[src/hdl/assert_macros.svh]
// ----------------------------------------------------------------------------
// assertion macros
// concurrent assertion helpers shared by the encoder modules
// ----------------------------------------------------------------------------
`ifndef ASSERT_MACROS_SVH
`define ASSERT_MACROS_SVH

`ifndef SYNTHESIS

// property must hold at every rising clock edge outside reset
`define ASSERT_ALWAYS(lbl, clk, rst_n, prop, msg) \
    lbl: assert property (@(posedge clk) disable iff (!rst_n) (prop)) else $error(msg);

// condition must never be seen outside reset
`define ASSERT_NEVER(lbl, clk, rst_n, cond, msg) \
    lbl: assert property (@(posedge clk) disable iff (!rst_n) !(cond)) else $error(msg);

`else

`define ASSERT_ALWAYS(lbl, clk, rst_n, prop, msg)
`define ASSERT_NEVER(lbl, clk, rst_n, cond, msg)

`endif

`endif

[src/hdl/b64e_pkg.sv]
// ----------------------------------------------------------------------------
// b64e_pkg
// shared types, constants and alphabet lookup for the base64 encoder
// ----------------------------------------------------------------------------
`default_nettype none

package b64e_pkg;

    localparam int unsigned BYTE_W  = 8;
    localparam int unsigned CHAR_W  = 7;
    localparam int unsigned GROUP_W = 24;
    localparam int unsigned SLICE_W = 6;

    localparam logic [CHAR_W-1:0] PAD_CHAR = 7'h3D;

    // number of '=' characters closing a group
    typedef enum logic [1:0] {
        PAD_NONE = 2'd0,
        PAD_ONE  = 2'd1,
        PAD_TWO  = 2'd2
    } t_pad;

    typedef struct packed {
        logic [GROUP_W-1:0] bits;
        t_pad               pad;
        logic               fin;
    } t_group;

    // standard alphabet: A-Z a-z 0-9 + /
    function automatic logic [CHAR_W-1:0] b64_char(input logic [SLICE_W-1:0] v);
        logic [CHAR_W-1:0] c;
        logic [CHAR_W-1:0] v7;
        v7 = {1'b0, v};
        if (v < 6'd26) begin
            c = 7'h41 + v7;
        end else if (v < 6'd52) begin
            c = 7'h61 + v7 - 7'd26;
        end else if (v < 6'd62) begin
            c = 7'h30 + v7 - 7'd52;
        end else if (v == 6'd62) begin
            c = 7'h2B;
        end else begin
            c = 7'h2F;
        end
        return c;
    endfunction

endpackage

`default_nettype wire

[src/hdl/b64e_front.sv]
// ----------------------------------------------------------------------------
// b64e_front
// accepts bytes, holds a partial group and hands full or final groups on
// ----------------------------------------------------------------------------
`default_nettype none

`include "assert_macros.svh"

module b64e_front (
    input  wire logic                   i_clk,
    input  wire logic                   i_rst_n,
    input  wire logic                   i_push,
    input  wire logic [7:0]             i_data_byte,
    input  wire logic                   i_last_byte,
    input  wire logic                   i_q_full,
    output logic                        o_full,
    output logic                        o_grp_push,
    output b64e_pkg::t_group            o_grp
);
    import b64e_pkg::*;

    logic [BYTE_W-1:0] r_held [2];
    logic [1:0]        r_fill;
    logic              accept;
    logic              complete;

    assign o_full     = i_q_full;
    assign accept     = i_push && !i_q_full;
    // a fill of three never arises; treated as two
    assign complete   = r_fill[1] || i_last_byte;
    assign o_grp_push = accept && complete;

    always_comb begin
        o_grp.fin = i_last_byte;
        if (r_fill[1]) begin
            o_grp.bits = {r_held[0], r_held[1], i_data_byte};
            o_grp.pad  = PAD_NONE;
        end else if (r_fill[0]) begin
            o_grp.bits = {r_held[0], i_data_byte, 8'h00};
            o_grp.pad  = PAD_ONE;
        end else begin
            o_grp.bits = {i_data_byte, 16'h0000};
            o_grp.pad  = PAD_TWO;
        end
    end

    always_ff @(posedge i_clk) begin
        if (!i_rst_n) begin
            r_fill    <= 2'd0;
            r_held[0] <= '0;
            r_held[1] <= '0;
        end else if (accept) begin
            if (complete) begin
                r_fill    <= 2'd0;
                r_held[0] <= '0;
                r_held[1] <= '0;
            end else begin
                r_held[r_fill[0]] <= i_data_byte;
                r_fill            <= r_fill + 2'd1;
            end
        end
    end

    `ASSERT_NEVER(a_fill_range, i_clk, i_rst_n, r_fill == 2'd3, "fill count reached three")
    `ASSERT_ALWAYS(a_push_on_final, i_clk, i_rst_n, (accept && i_last_byte) |-> o_grp_push, "final byte did not emit a group")
    `ASSERT_ALWAYS(a_fill_clears, i_clk, i_rst_n, o_grp_push |=> (r_fill == 2'd0), "fill not cleared after group")

endmodule

`default_nettype wire

[src/hdl/b64e_gq.sv]
// ----------------------------------------------------------------------------
// b64e_gq
// two-entry group queue between front and back
// ----------------------------------------------------------------------------
`default_nettype none

`include "assert_macros.svh"

module b64e_gq (
    input  wire logic                   i_clk,
    input  wire logic                   i_rst_n,
    input  wire logic                   i_push,
    input  wire b64e_pkg::t_group       i_grp,
    input  wire logic                   i_pop,
    output logic                        o_full,
    output logic                        o_valid,
    output b64e_pkg::t_group            o_grp
);
    import b64e_pkg::*;

    t_group     r_mem [2];
    logic       r_wp;
    logic       r_rp;
    logic [1:0] r_cnt;
    logic       do_push;
    logic       do_pop;

    assign o_full  = r_cnt[1];
    assign o_valid = (r_cnt != 2'd0);
    assign o_grp   = r_mem[r_rp];
    assign do_push = i_push && !o_full;
    assign do_pop  = i_pop && o_valid;

    always_ff @(posedge i_clk) begin
        if (do_push) begin
            r_mem[r_wp] <= i_grp;
        end
    end

    always_ff @(posedge i_clk) begin
        if (!i_rst_n) begin
            r_wp  <= 1'b0;
            r_rp  <= 1'b0;
            r_cnt <= 2'd0;
        end else begin
            if (do_push) begin
                r_wp <= !r_wp;
            end
            if (do_pop) begin
                r_rp <= !r_rp;
            end
            unique case ({do_push, do_pop})
                2'b10:   r_cnt <= r_cnt + 2'd1;
                2'b01:   r_cnt <= r_cnt - 2'd1;
                default: r_cnt <= r_cnt;
            endcase
        end
    end

    `ASSERT_NEVER(a_cnt_range, i_clk, i_rst_n, r_cnt == 2'd3, "queue count overflow")
    `ASSERT_NEVER(a_push_full, i_clk, i_rst_n, i_push && o_full, "group pushed into full queue")
    `ASSERT_ALWAYS(a_ptr_cnt, i_clk, i_rst_n, (r_cnt == 2'd1) == (r_wp != r_rp), "pointers disagree with count")

endmodule

`default_nettype wire

[src/hdl/b64e_back.sv]
// ----------------------------------------------------------------------------
// b64e_back
// walks groups one character a cycle into the output register unless stalled
// ----------------------------------------------------------------------------
`default_nettype none

`include "assert_macros.svh"

module b64e_back (
    input  wire logic                   i_clk,
    input  wire logic                   i_rst_n,
    input  wire logic                   i_q_valid,
    input  wire b64e_pkg::t_group       i_grp,
    input  wire logic                   i_pop,
    output logic                        o_q_pop,
    output logic                        o_empty,
    output logic [6:0]                  o_out_char,
    output logic                        o_last_char
);
    import b64e_pkg::*;

    t_group              r_grp;
    logic                r_busy;
    logic [1:0]          r_idx;
    logic                r_valid;
    logic [CHAR_W-1:0]   r_char;
    logic                r_last;
    logic                adv;
    logic                emit;
    logic                take;
    logic [SLICE_W-1:0]  slice;
    logic                is_pad;
    logic [CHAR_W-1:0]   n_char;

    assign adv     = !r_valid || i_pop;
    assign emit    = r_busy && adv;
    // reload as the fourth character leaves so groups run without a gap
    assign take    = i_q_valid && (!r_busy || (emit && r_idx == 2'd3));
    assign o_q_pop = take;

    always_comb begin
        unique case (r_idx)
            2'd0: slice = r_grp.bits[23:18];
            2'd1: slice = r_grp.bits[17:12];
            2'd2: slice = r_grp.bits[11:6];
            2'd3: slice = r_grp.bits[5:0];
        endcase
        is_pad = (r_grp.pad == PAD_TWO && r_idx[1]) ||
                 (r_grp.pad == PAD_ONE && r_idx == 2'd3);
        n_char = is_pad ? PAD_CHAR : b64_char(slice);
    end

    always_ff @(posedge i_clk) begin
        if (take) begin
            r_grp <= i_grp;
        end
        if (emit) begin
            r_char <= n_char;
            r_last <= r_grp.fin && (r_idx == 2'd3);
        end
    end

    always_ff @(posedge i_clk) begin
        if (!i_rst_n) begin
            r_busy  <= 1'b0;
            r_idx   <= 2'd0;
            r_valid <= 1'b0;
        end else begin
            if (emit) begin
                r_valid <= 1'b1;
                r_idx   <= r_idx + 2'd1;
            end else if (i_pop) begin
                r_valid <= 1'b0;
            end
            if (take) begin
                r_busy <= 1'b1;
            end else if (emit && r_idx == 2'd3) begin
                r_busy <= 1'b0;
            end
        end
    end

    assign o_empty     = !r_valid;
    assign o_out_char  = r_char;
    assign o_last_char = r_last;

    `ASSERT_ALWAYS(a_idle_idx, i_clk, i_rst_n, !r_busy |-> (r_idx == 2'd0), "index moved while idle")
    `ASSERT_ALWAYS(a_take_busy, i_clk, i_rst_n, take |=> r_busy, "group taken but unit idle")
    `ASSERT_ALWAYS(a_out_hold, i_clk, i_rst_n, (r_valid && !i_pop) |=> (r_valid && $stable(r_char) && $stable(r_last)), "output beat changed while stalled")

endmodule

`default_nettype wire

[src/hdl/base64_byte_stream_encoder.sv]
// ----------------------------------------------------------------------------
// base64_byte_stream_encoder
// streaming base64 encoder, standard alphabet with '=' padding
// ----------------------------------------------------------------------------
// usage:
//   input side is a queue write port: a byte beat is taken on a rising edge
//   with push high and full low; i_last_byte marks the final byte of a message
//   output side is a queue read port: while empty is low the oldest character
//   sits on o_out_char / o_last_char and leaves on an edge with pop high
// path: the group that a beat completes (third byte or final byte) goes into
//   the group queue, then the character unit, then the output register
// throughput: one byte beat per cycle is taken while the group queue has
//   room; the character unit gives one character per cycle while the reader
//   does not stall, so the sustained rate is four characters per three bytes
// stalls: a stalled reader holds the output register; the character unit
//   then stops, the two-entry group queue fills and full rises
// reset: synchronous, active low; clears the partial group, the queue and
//   the output register, so the next byte starts a new message
// ----------------------------------------------------------------------------
`default_nettype none

module base64_byte_stream_encoder (
    input  wire logic       i_clk,
    input  wire logic       i_rst_n,
    // byte beats in
    input  wire logic       push,
    output logic            full,
    input  wire logic [7:0] i_data_byte,
    input  wire logic       i_last_byte,
    // character beats out
    output logic            empty,
    input  wire logic       pop,
    output logic [6:0]      o_out_char,
    output logic            o_last_char
);
    import b64e_pkg::*;

    // front to queue
    t_group f_grp;
    logic   f_push;
    logic   q_full;
    // queue to back
    t_group q_grp;
    logic   q_valid;
    logic   q_pop;

    // front: packs bytes into 24-bit groups and tags padding / end of message
    b64e_front u_front (
        .i_clk       (i_clk),
        .i_rst_n     (i_rst_n),
        .i_push      (push),
        .i_data_byte (i_data_byte),
        .i_last_byte (i_last_byte),
        .i_q_full    (q_full),
        .o_full      (full),
        .o_grp_push  (f_push),
        .o_grp       (f_grp)
    );

    // short queue so the front keeps taking bytes while characters drain
    b64e_gq u_gq (
        .i_clk   (i_clk),
        .i_rst_n (i_rst_n),
        .i_push  (f_push),
        .i_grp   (f_grp),
        .i_pop   (q_pop),
        .o_full  (q_full),
        .o_valid (q_valid),
        .o_grp   (q_grp)
    );

    // back: one character per cycle, unless stalled, into the output register
    b64e_back u_back (
        .i_clk       (i_clk),
        .i_rst_n     (i_rst_n),
        .i_q_valid   (q_valid),
        .i_grp       (q_grp),
        .i_pop       (pop),
        .o_q_pop     (q_pop),
        .o_empty     (empty),
        .o_out_char  (o_out_char),
        .o_last_char (o_last_char)
    );

endmodule

`default_nettype wire

[config.mk]
export PLATFORM = sky130hd
export DESIGN_NAME = base64_byte_stream_encoder
export DESIGN_NICKNAME = d
export VERILOG_FILES = /design/src/hdl/b64e_pkg.sv /design/src/hdl/b64e_front.sv /design/src/hdl/b64e_gq.sv /design/src/hdl/b64e_back.sv /design/src/hdl/base64_byte_stream_encoder.sv
export VERILOG_INCLUDE_DIRS = /design/src /design/src/hdl
export SDC_FILE = /design/constraint.sdc
export NUM_CORES = 1
export LEC_CHECK = 0
export BUFFER_PORTS_ARGS = -buffer_cell sky130_fd_sc_hd__buf_2
export CAP_MARGIN = 10
export CORE_MARGIN = 4
export CORE_UTILIZATION = 55
export CTS_CLUSTER_DIAMETER = 50
export DETAILED_ROUTE_END_ITERATION = 10
export GPL_TIMING_DRIVEN = 0
export HOLD_SLACK_MARGIN = 0.08
export PLACE_DENSITY = 0.72
export SYNTH_ARGS = -nofsm -noshare
export SYNTH_HDL_FRONTEND = slang
export SYNTH_SLANG_ARGS = --single-unit
[constraint.sdc]
create_clock -name i_clk -period 8.05 [get_ports i_clk]
set_input_delay 1.61 -clock i_clk [delete_from_list [all_inputs] [get_ports i_clk]]
set_output_delay 1.61 -clock i_clk [all_outputs]
set_load 0.005 [all_outputs]
==> results of run 1 <==
## cells by family after synthesis
logic type	Yosys count
muxes	37
buffers and inverters	26
xor gates and xnor gates	5
and+or+nand+nor	79
adders and majority gates	10
AOI/OAI and AO/OA	70
DFF	115
## cells in the final DEF, fill, tap and decap left out, types with 8 or more instances in the layout
cell type | synthesis | final
a21oi_1 | 13 | 13
a22o_1 | 10 | 10
and2_1 | 30 | 30
buf_2 | 6 | 28
clkbuf_1 | 7 | 8
clkbuf_16 | 0 | 18
dfxtp_1 | 10 | 10
edfxtp_1 | 105 | 105
ha_1 | 10 | 10
inv_1 | 10 | 10
mux2_2 | 35 | 35
nand2_1 | 8 | 8
nor2_1 | 17 | 14
## metrics by stage
| stage | instance area [um2] | std cells |
|---|---|---|
| floorplan | 5039 | 342 |
| global placement | 5284 | 472 |
| detailed placement | 5374 | 475 |
| CTS | 5916 | 507 |
| global route | 5916 | 507 |
| finish | 5916 | 507 |
## layer usage
layer	vias up	GRT usage (%)	wire (um)
met5	-	0	0
met3	12	4.291	284
met2	72	28.13	4357
met1	1370	22.32	3930
met4	0	7.597	116
li1	1395	-	-
## path summary, 6_finish.rpt
kind         slack (ns)                    to            start  cells after the start
min                0.48        u_back.r_valid    u_back.r_busy                      2
max reg2reg        5.38  u_back.o_out_char[1]  u_back.r_idx[1]                      9
min reg2reg        0.48        u_back.r_valid    u_back.r_busy                      2
max                5.20         u_gq.r_cnt[1]              pop                      7
## flip-flops by register name (all words and copies together), names as in the netlist
| name | count |
|---|---|
| u_gq.r_mem | 54 |
| u_back.r_grp | 27 |
| u_front.r_held | 16 |
| u_back.o_out_char | 7 |
| u_back.r_idx | 2 |
| u_front.r_fill | 2 |
| u_gq.r_cnt | 2 |
| u_back.o_last_char | 1 |
| u_back.r_busy | 1 |
| u_back.r_valid | 1 |
| u_gq.r_rp | 1 |
| u_gq.r_wp | 1 |
## where the power goes
group | switching, uW | internal, uW
sequential | 43.8 | 849
combinational | 478 | 343
clock | 253 | 413
total | 775 | 1600
## worst max-delay path, cell delays in order
cell and delay (ns):
buf_2 0.07, nand2b_1 0.12, a21oi_1 0.10, nor2_2 0.47, ha_1 0.36, or3_1 0.38
a21boi_0 0.16
## area by class of cell
class / count / area, um2 / share of cell area (%)
buffer: 14 / 67.56 / 1.142
clock buffer: 20 / 467.9 / 7.910
clock inverter: 12 / 73.82 / 1.248
inverter: 12 / 50.05 / 0.8460
multi-input combinational: 201 / 1575 / 26.63
sequential: 115 / 3353 / 56.68
tap: 108 / 135.1 / 2.284
timing repair buffer: 25 / 192.7 / 3.257
==> impl_metrics.json, run 1 <==
{
  "rows": 34,
  "grt_max_degree": 22,
  "rsz0062_at_grt": "false",
  "crit_path_end_kind": "register",
  "required_ns": 8.48,
  "syn_area_per_cell_um2": 14.73,
  "synth_most_common_cell": "edfxtp_1",
  "synth.yosys.seq_area_share_pct": 66.55,
  "arrival_ns": 3.28,
  "drive_gt1_share_pct": 28.32,
  "drt_iter0_markers": 178,
  "clock_latency_ns": 0.50,
  "synth.distinct_cells": 57,
  "fin_crit_sh_pct": 35.35,
  "first_pass_iters": 5,
  "worst-setup-path-type": "in2reg",
  "overflow": 0,
  "cp-start-kind": "input pin",
  "postRouteAntennaNets": 0,
  "syn-num-nets": 365,
  "cts_resized": 0,
  "cts.reportedPaths.clkPinSlew_ns": 0.06,
  "setup_violations": 0,
  "finalSetupTns_ns": 0,
  "grt.total_usage_pct": 17.36,
  "routed_via_density": 5.619,
  "max_freq_ghz": 0.3514,
  "maxSlewHeadroom_pct": 21.34,
  "numCtsBuffers": 17,
  "dieHeight_um": 103.7,
  "routedWlPerCell_um": 17.14,
  "antenna_found_initial": 0,
  "die_area_um2": 10760,
  "fin_total_pwr_uw": 2380,
  "core-area_um2": 8806,
  "chipWidth_um": 103.7,
  "post-cts-setup-buffer-count": 0,
  "syn-cell-area_um2": 5039,
  "crit_fanout": 9,
  "synthTopCellsByArea": "edfxtp_1, mux2_2, dfxtp_1",
  "syn_inst": 342,
  "holdWs_ns": 0.4823,
  "async_flop_share_pct": 0,
  "yosys_warnings": 0,
  "synth_compound_area_share_pct": 10.63,
  "num_io_pins": 23,
  "cts_root_buf": "clkbuf_8",
  "fillers": 622,
  "status": "completed",
  "final_util_pct": 67.18,
  "tightestPinTransition_ns": 1.168,
  "cts_buffer_depth": 2,
  "wirelength_um": 8688,
  "grt_pass1_vias": 2815,
  "hold_viol_final": 0,
  "io_buffer_count": 22,
  "synth_commonest_cells": "edfxtp_1, mux2_2, and2_1, nor2_1, a21oi_1",
  "powerDensity_nw_per_um2": 402.3,
  "setup_ws_ns": 5.205,
  "pre_cts_slack_ns": 4.676,
  "finalClockSkew_ns": 0.007424,
  "yosysTopAreaCell": "edfxtp_1",
  "dp_hpwl_um": 6028,
  "hold_path.class": "reg2reg",
  "final_nets": 409,
  "cts.htree.levels": 4,
  "grt_pass1_wl_um": 14430,
  "fin_crit_ns": 2.845,
  "synth_xor_area_share_pct": 0.8691,
  "yosys.area_share.simple_pct": 8.667,
  "drcViolationCount": 0,
  "synth_flop_cell": "edfxtp_1",
  "synth-edff-count": 105,
  "synthAdderAreaFrac_pct": 2.483,
  "ctsHoldBuffers": 0,
  "maxCapViolations": 0,
  "gp_congestion": 0.8135,
  "synth_top_family_by_area": "compound AO/OA/AOI/OAI gates",
  "insertedDiodeCount": 0,
  "vias": 2849,
  "area_growth_pct": 17.41,
  "synth_seq_cells": 115,
  "finalMaxSlewViolations": 0,
  "start_util_pct": 57.22,
  "cts_tree": "yes",
  "irDropWorstVdd_uv": 186.0,
  "p_leak_uw": 0.002149,
  "clock_sinks": 115,
  "synthMuxAreaShare_pct": 8.468,
  "synth_top_area_share_pct": 62.58
}
Power figures use the tool's default switching activity.
==> run 2: changes to the inputs <==
--- a/config.mk
+++ b/config.mk
@@ -6,6 +6,7 @@
 export SDC_FILE = /design/constraint.sdc
 export NUM_CORES = 1
 export LEC_CHECK = 0
+export ABC_AREA = 1
 export BUFFER_PORTS_ARGS = -buffer_cell sky130_fd_sc_hd__buf_2
 export CAP_MARGIN = 10
 export CORE_MARGIN = 4
@@ -14,7 +15,7 @@
 export DETAILED_ROUTE_END_ITERATION = 10
 export GPL_TIMING_DRIVEN = 0
 export HOLD_SLACK_MARGIN = 0.08
-export PLACE_DENSITY = 0.72
+export PLACE_DENSITY = 0.73
 export SYNTH_ARGS = -nofsm -noshare
 export SYNTH_HDL_FRONTEND = slang
 export SYNTH_SLANG_ARGS = --single-unit
==> constraint.sdc (replaced) <==
create_clock -name i_clk -period 2.7 [get_ports i_clk]
set_input_delay 0.54 -clock i_clk [delete_from_list [all_inputs] [get_ports i_clk]]
set_output_delay 0.54 -clock i_clk [all_outputs]
set_load 0.005 [all_outputs]
==> run 2 against run 1 <==
Against the previous run: count of clock-buffer cells in the layout is 3 higher; global-route usage is 2.1 points higher; highest routed layer unchanged; die area is 1.3% lower; first-iteration DRC count is 12% lower; clock power grew to 3.3 times the previous value; design area is 1.0% lower; non-clock buffer count is 3 lower; core utilization is 0.36 points lower; synthesized cell count is 35% higher; via count is 13% higher; routed wire length is 8.2% higher.
==> impl_metrics.json, run 2 <==
{
  "synth_seq_cells": 115,
  "routed_via_density": 5.149,
  "num_io_pins": 23,
  "synthTopCellsByArea": "edfxtp_1, nand2_1, dfxtp_1",
  "chipWidth_um": 103.0,
  "clock_sinks": 115,
  "syn-cell-area_um2": 4966,
  "p_leak_uw": 0.002449,
  "finalClockSkew_ns": 0.007698,
  "worst-setup-path-type": "reg2reg",
  "critPathMaxStageDelay_ns": 0.37,
  "rr_startpoint": "u_back.r_idx[0]",
  "power_switching_uw": 2222,
  "gp_congestion": 0.8235,
  "layout_commonest_cell": "nand2_1",
  "dp_hpwl_um": 6502,
  "io_buffer_count": 21,
  "rsz0062_at_grt": "false",
  "finalSetupTns_ns": 0,
  "cp_slowest_cell": "o21ai_0",
  "synth_commonest_cells": "nand2_1, edfxtp_1, nor2_1, inv_1, a21oi_1",
  "rows": 34,
  "grt_pass1_vias": 3195,
  "cts.reportedPaths.clkPinSlew_ns": 0.06,
  "irDropWorstVdd_uv": 532.6,
  "syn_inst": 461,
  "antenna_found_initial": 0,
  "maxCapViolations": 0,
  "status": "completed",
  "synth_top_area_share_pct": 63.49,
  "area_growth_pct": 17.91,
  "startpoint": "u_back.r_idx[0]",
  "grt.total_usage_pct": 19.50,
  "final_nets": 528,
  "cts_root_buf": "clkbuf_8",
  "fin_cells": 626,
  "cp-start-kind": "register",
  "largest_register_ffs": 54,
  "yosys_warnings": 0,
  "tightestPinTransition_ns": 0.9858,
  "grt_max_degree": 18,
  "reg2reg_slack_ns": 0.28,
  "arrival_ns": 2.85,
  "clock_latency_ns": 0.50,
  "numCtsBuffers": 17,
  "synth_flop_cell": "edfxtp_1",
  "finalMaxSlewViolations": 0,
  "synth.distinct_cells": 28,
  "maxSlewHeadroom_pct": 33.59,
  "fin_crit_sh_pct": 89.53,
  "crit_fanout": 9,
  "internal_power_uw": 4680,
  "max_freq_ghz": 0.4137,
  "clock_power_share_pct": 31.9,
  "insertedDiodeCount": 0,
  "path_cells": "ha_1, buf_6, a21oi_1, inv_1, o21ai_0, clkinvlp_4, ha_1, inv_1, nand2_1, nor2_1, o21ai_0, a21oi_1",
  "overflow": 0,
  "reg.largest.list": "u_gq.r_mem x54, u_back.r_grp x27, u_front.r_held x16",
  "dp_cells": 592,
  "cts_buffer_depth": 2,
  "crit_path_end_kind": "register",
  "die_area_um2": 10610,
  "start_util_pct": 56.67,
  "wirelength_um": 9397,
  "drive_gt1_share_pct": 15.64,
  "regMostFlops": "u_gq.r_mem",
  "setup_violations": 0,
  "synth-edff-count": 105,
  "final_util_pct": 66.82,
  "routedWlPerCell_um": 15.01,
  "powerDensity_nw_per_um2": 1179,
  "cts.htree.levels": 4,
  "synth.yosys.seq_area_share_pct": 67.52,
  "holdCritStartpoint": "i_last_byte",
  "seq_power_share_pct": 38.0,
  "grt_pass1_wl_um": 15270,
  "syn_area_per_cell_um2": 10.77,
  "pwr-share-comb_pct": 30.1,
  "async_flop_share_pct": 0,
  "drcViolationCount": 0,
  "syn-num-nets": 484,
  "sw_frac_of_total_pct": 32.19,
  "hold_viol_final": 0,
  "fin_crit_ns": 2.417,
  "required_ns": 3.13,
  "drt_iter0_markers": 156,
  "postRouteAntennaNets": 0,
  "vias": 3223,
  "cts_tree": "yes",
  "core-area_um2": 8763,
  "yosysTopAreaCell": "edfxtp_1",
  "first_pass_iters": 5,
  "synth_most_common_cell": "nand2_1",
  "dieHeight_um": 103.0,
  "fin_total_pwr_uw": 6902,
  "hold_path.class": "in2reg",
  "layout.cells.most_common_list": "nand2_1, edfxtp_1, nor2_1"
}
-- run 2: cell count changes in the layout (fill, tap and decap cells not counted), sizes merged, moves of 10 or more --
| cell | change |
|---|---|
| a22o | -10 |
| and2 | -30 |
| inv | +26 |
| mux2 | -35 |
| nand2 | +156 |
| nor2 | +37 |
| o21ai | +13 |
-- run 2: power by group through the flow --
stage          combinational [uW]  sequential [uW]  clock (uW)
2_1_floorplan                1520             2640           0
3_3_place_gp                 1940             2650           0
3_5_place_dp                 2030             2670           0
4_1_cts                      2090             2630        2220
5_1_grt                      2380             2660        2290
6_report                     2070             2630        2200
-- run 2: area by class of cell --
type	count	area, um2
Tap cell	108	135.1
Fill cell	631	2908
Sequential cell	115	3353
Timing Repair Buffer	24	142.6
Clock buffer	23	466.7
Timing Repair inverter	1	7.507
Inverter	43	165.2
Clock inverter	9	128.9
Buffer	12	63.81
Multi-Input combinational cell	291	1393
-- run 2: path summary, 6_finish.rpt --
path | end | cells after the start
setup / recovery | u_gq.r_cnt[1] | 12
setup reg to reg | u_gq.r_cnt[1] | 12
hold / removal | u_gq.r_mem[0][0] | 1
hold reg to reg | u_back.r_valid | 2
-- run 2: repair_timing --
action                                  4_1_cts  5_1_grt
gates resized for setup                       1        1
setup buffers                                 1        0
hold buffers                                  0        0
hold endpoints to repair                      0        0
endpoints found under the setup margin        1       14
cloned                                        1        0
-- run 2: cells by family after synthesis --
group,count (synthesis),share of synthesized area (%)
AND/OR/NAND/NOR,231,18.64
flip-flops,115,67.52
buffers and inverters,55,4.535
AO/OA/AOI/OAI,49,6.601
adder cells (fa/ha/maj),10,2.520
XOR/XNOR,1,0.1764
-- run 2: metal layers --
| metal | routed length (um) | global-route usage (%) |
|---|---|---|
| met1 | 3811 | 22.20 |
| met2 | 5006 | 34.68 |
| met3 | 349 | 3.654 |
| met4 | 229 | 10.26 |
| met5 | 0 | 0 |
-- run 2: worst max-delay path, delay by kind of cell, from the launching register on --
family                     cells  cell delay [ns]
DFF                            1             0.32
buffers and inverters          4             0.56
AOI/OAI and AO/OA              4             0.75
adders and majority gates      2             0.54
and+or+nand+nor                2             0.17
-- run 2: through the flow --
step           hold WS (ns)  instance area [um2]  worst slack (ns)
2_1_floorplan        0.4507                 4966            0.2790
3_3_place_gp         0.4584                 5206           -0.4146
3_5_place_dp         0.4702                 5241          -0.06404
4_1_cts              0.2303                 5853           0.07626
5_1_grt              0.2370                 5856           0.06456
6_report             0.2496                 5856            0.2827
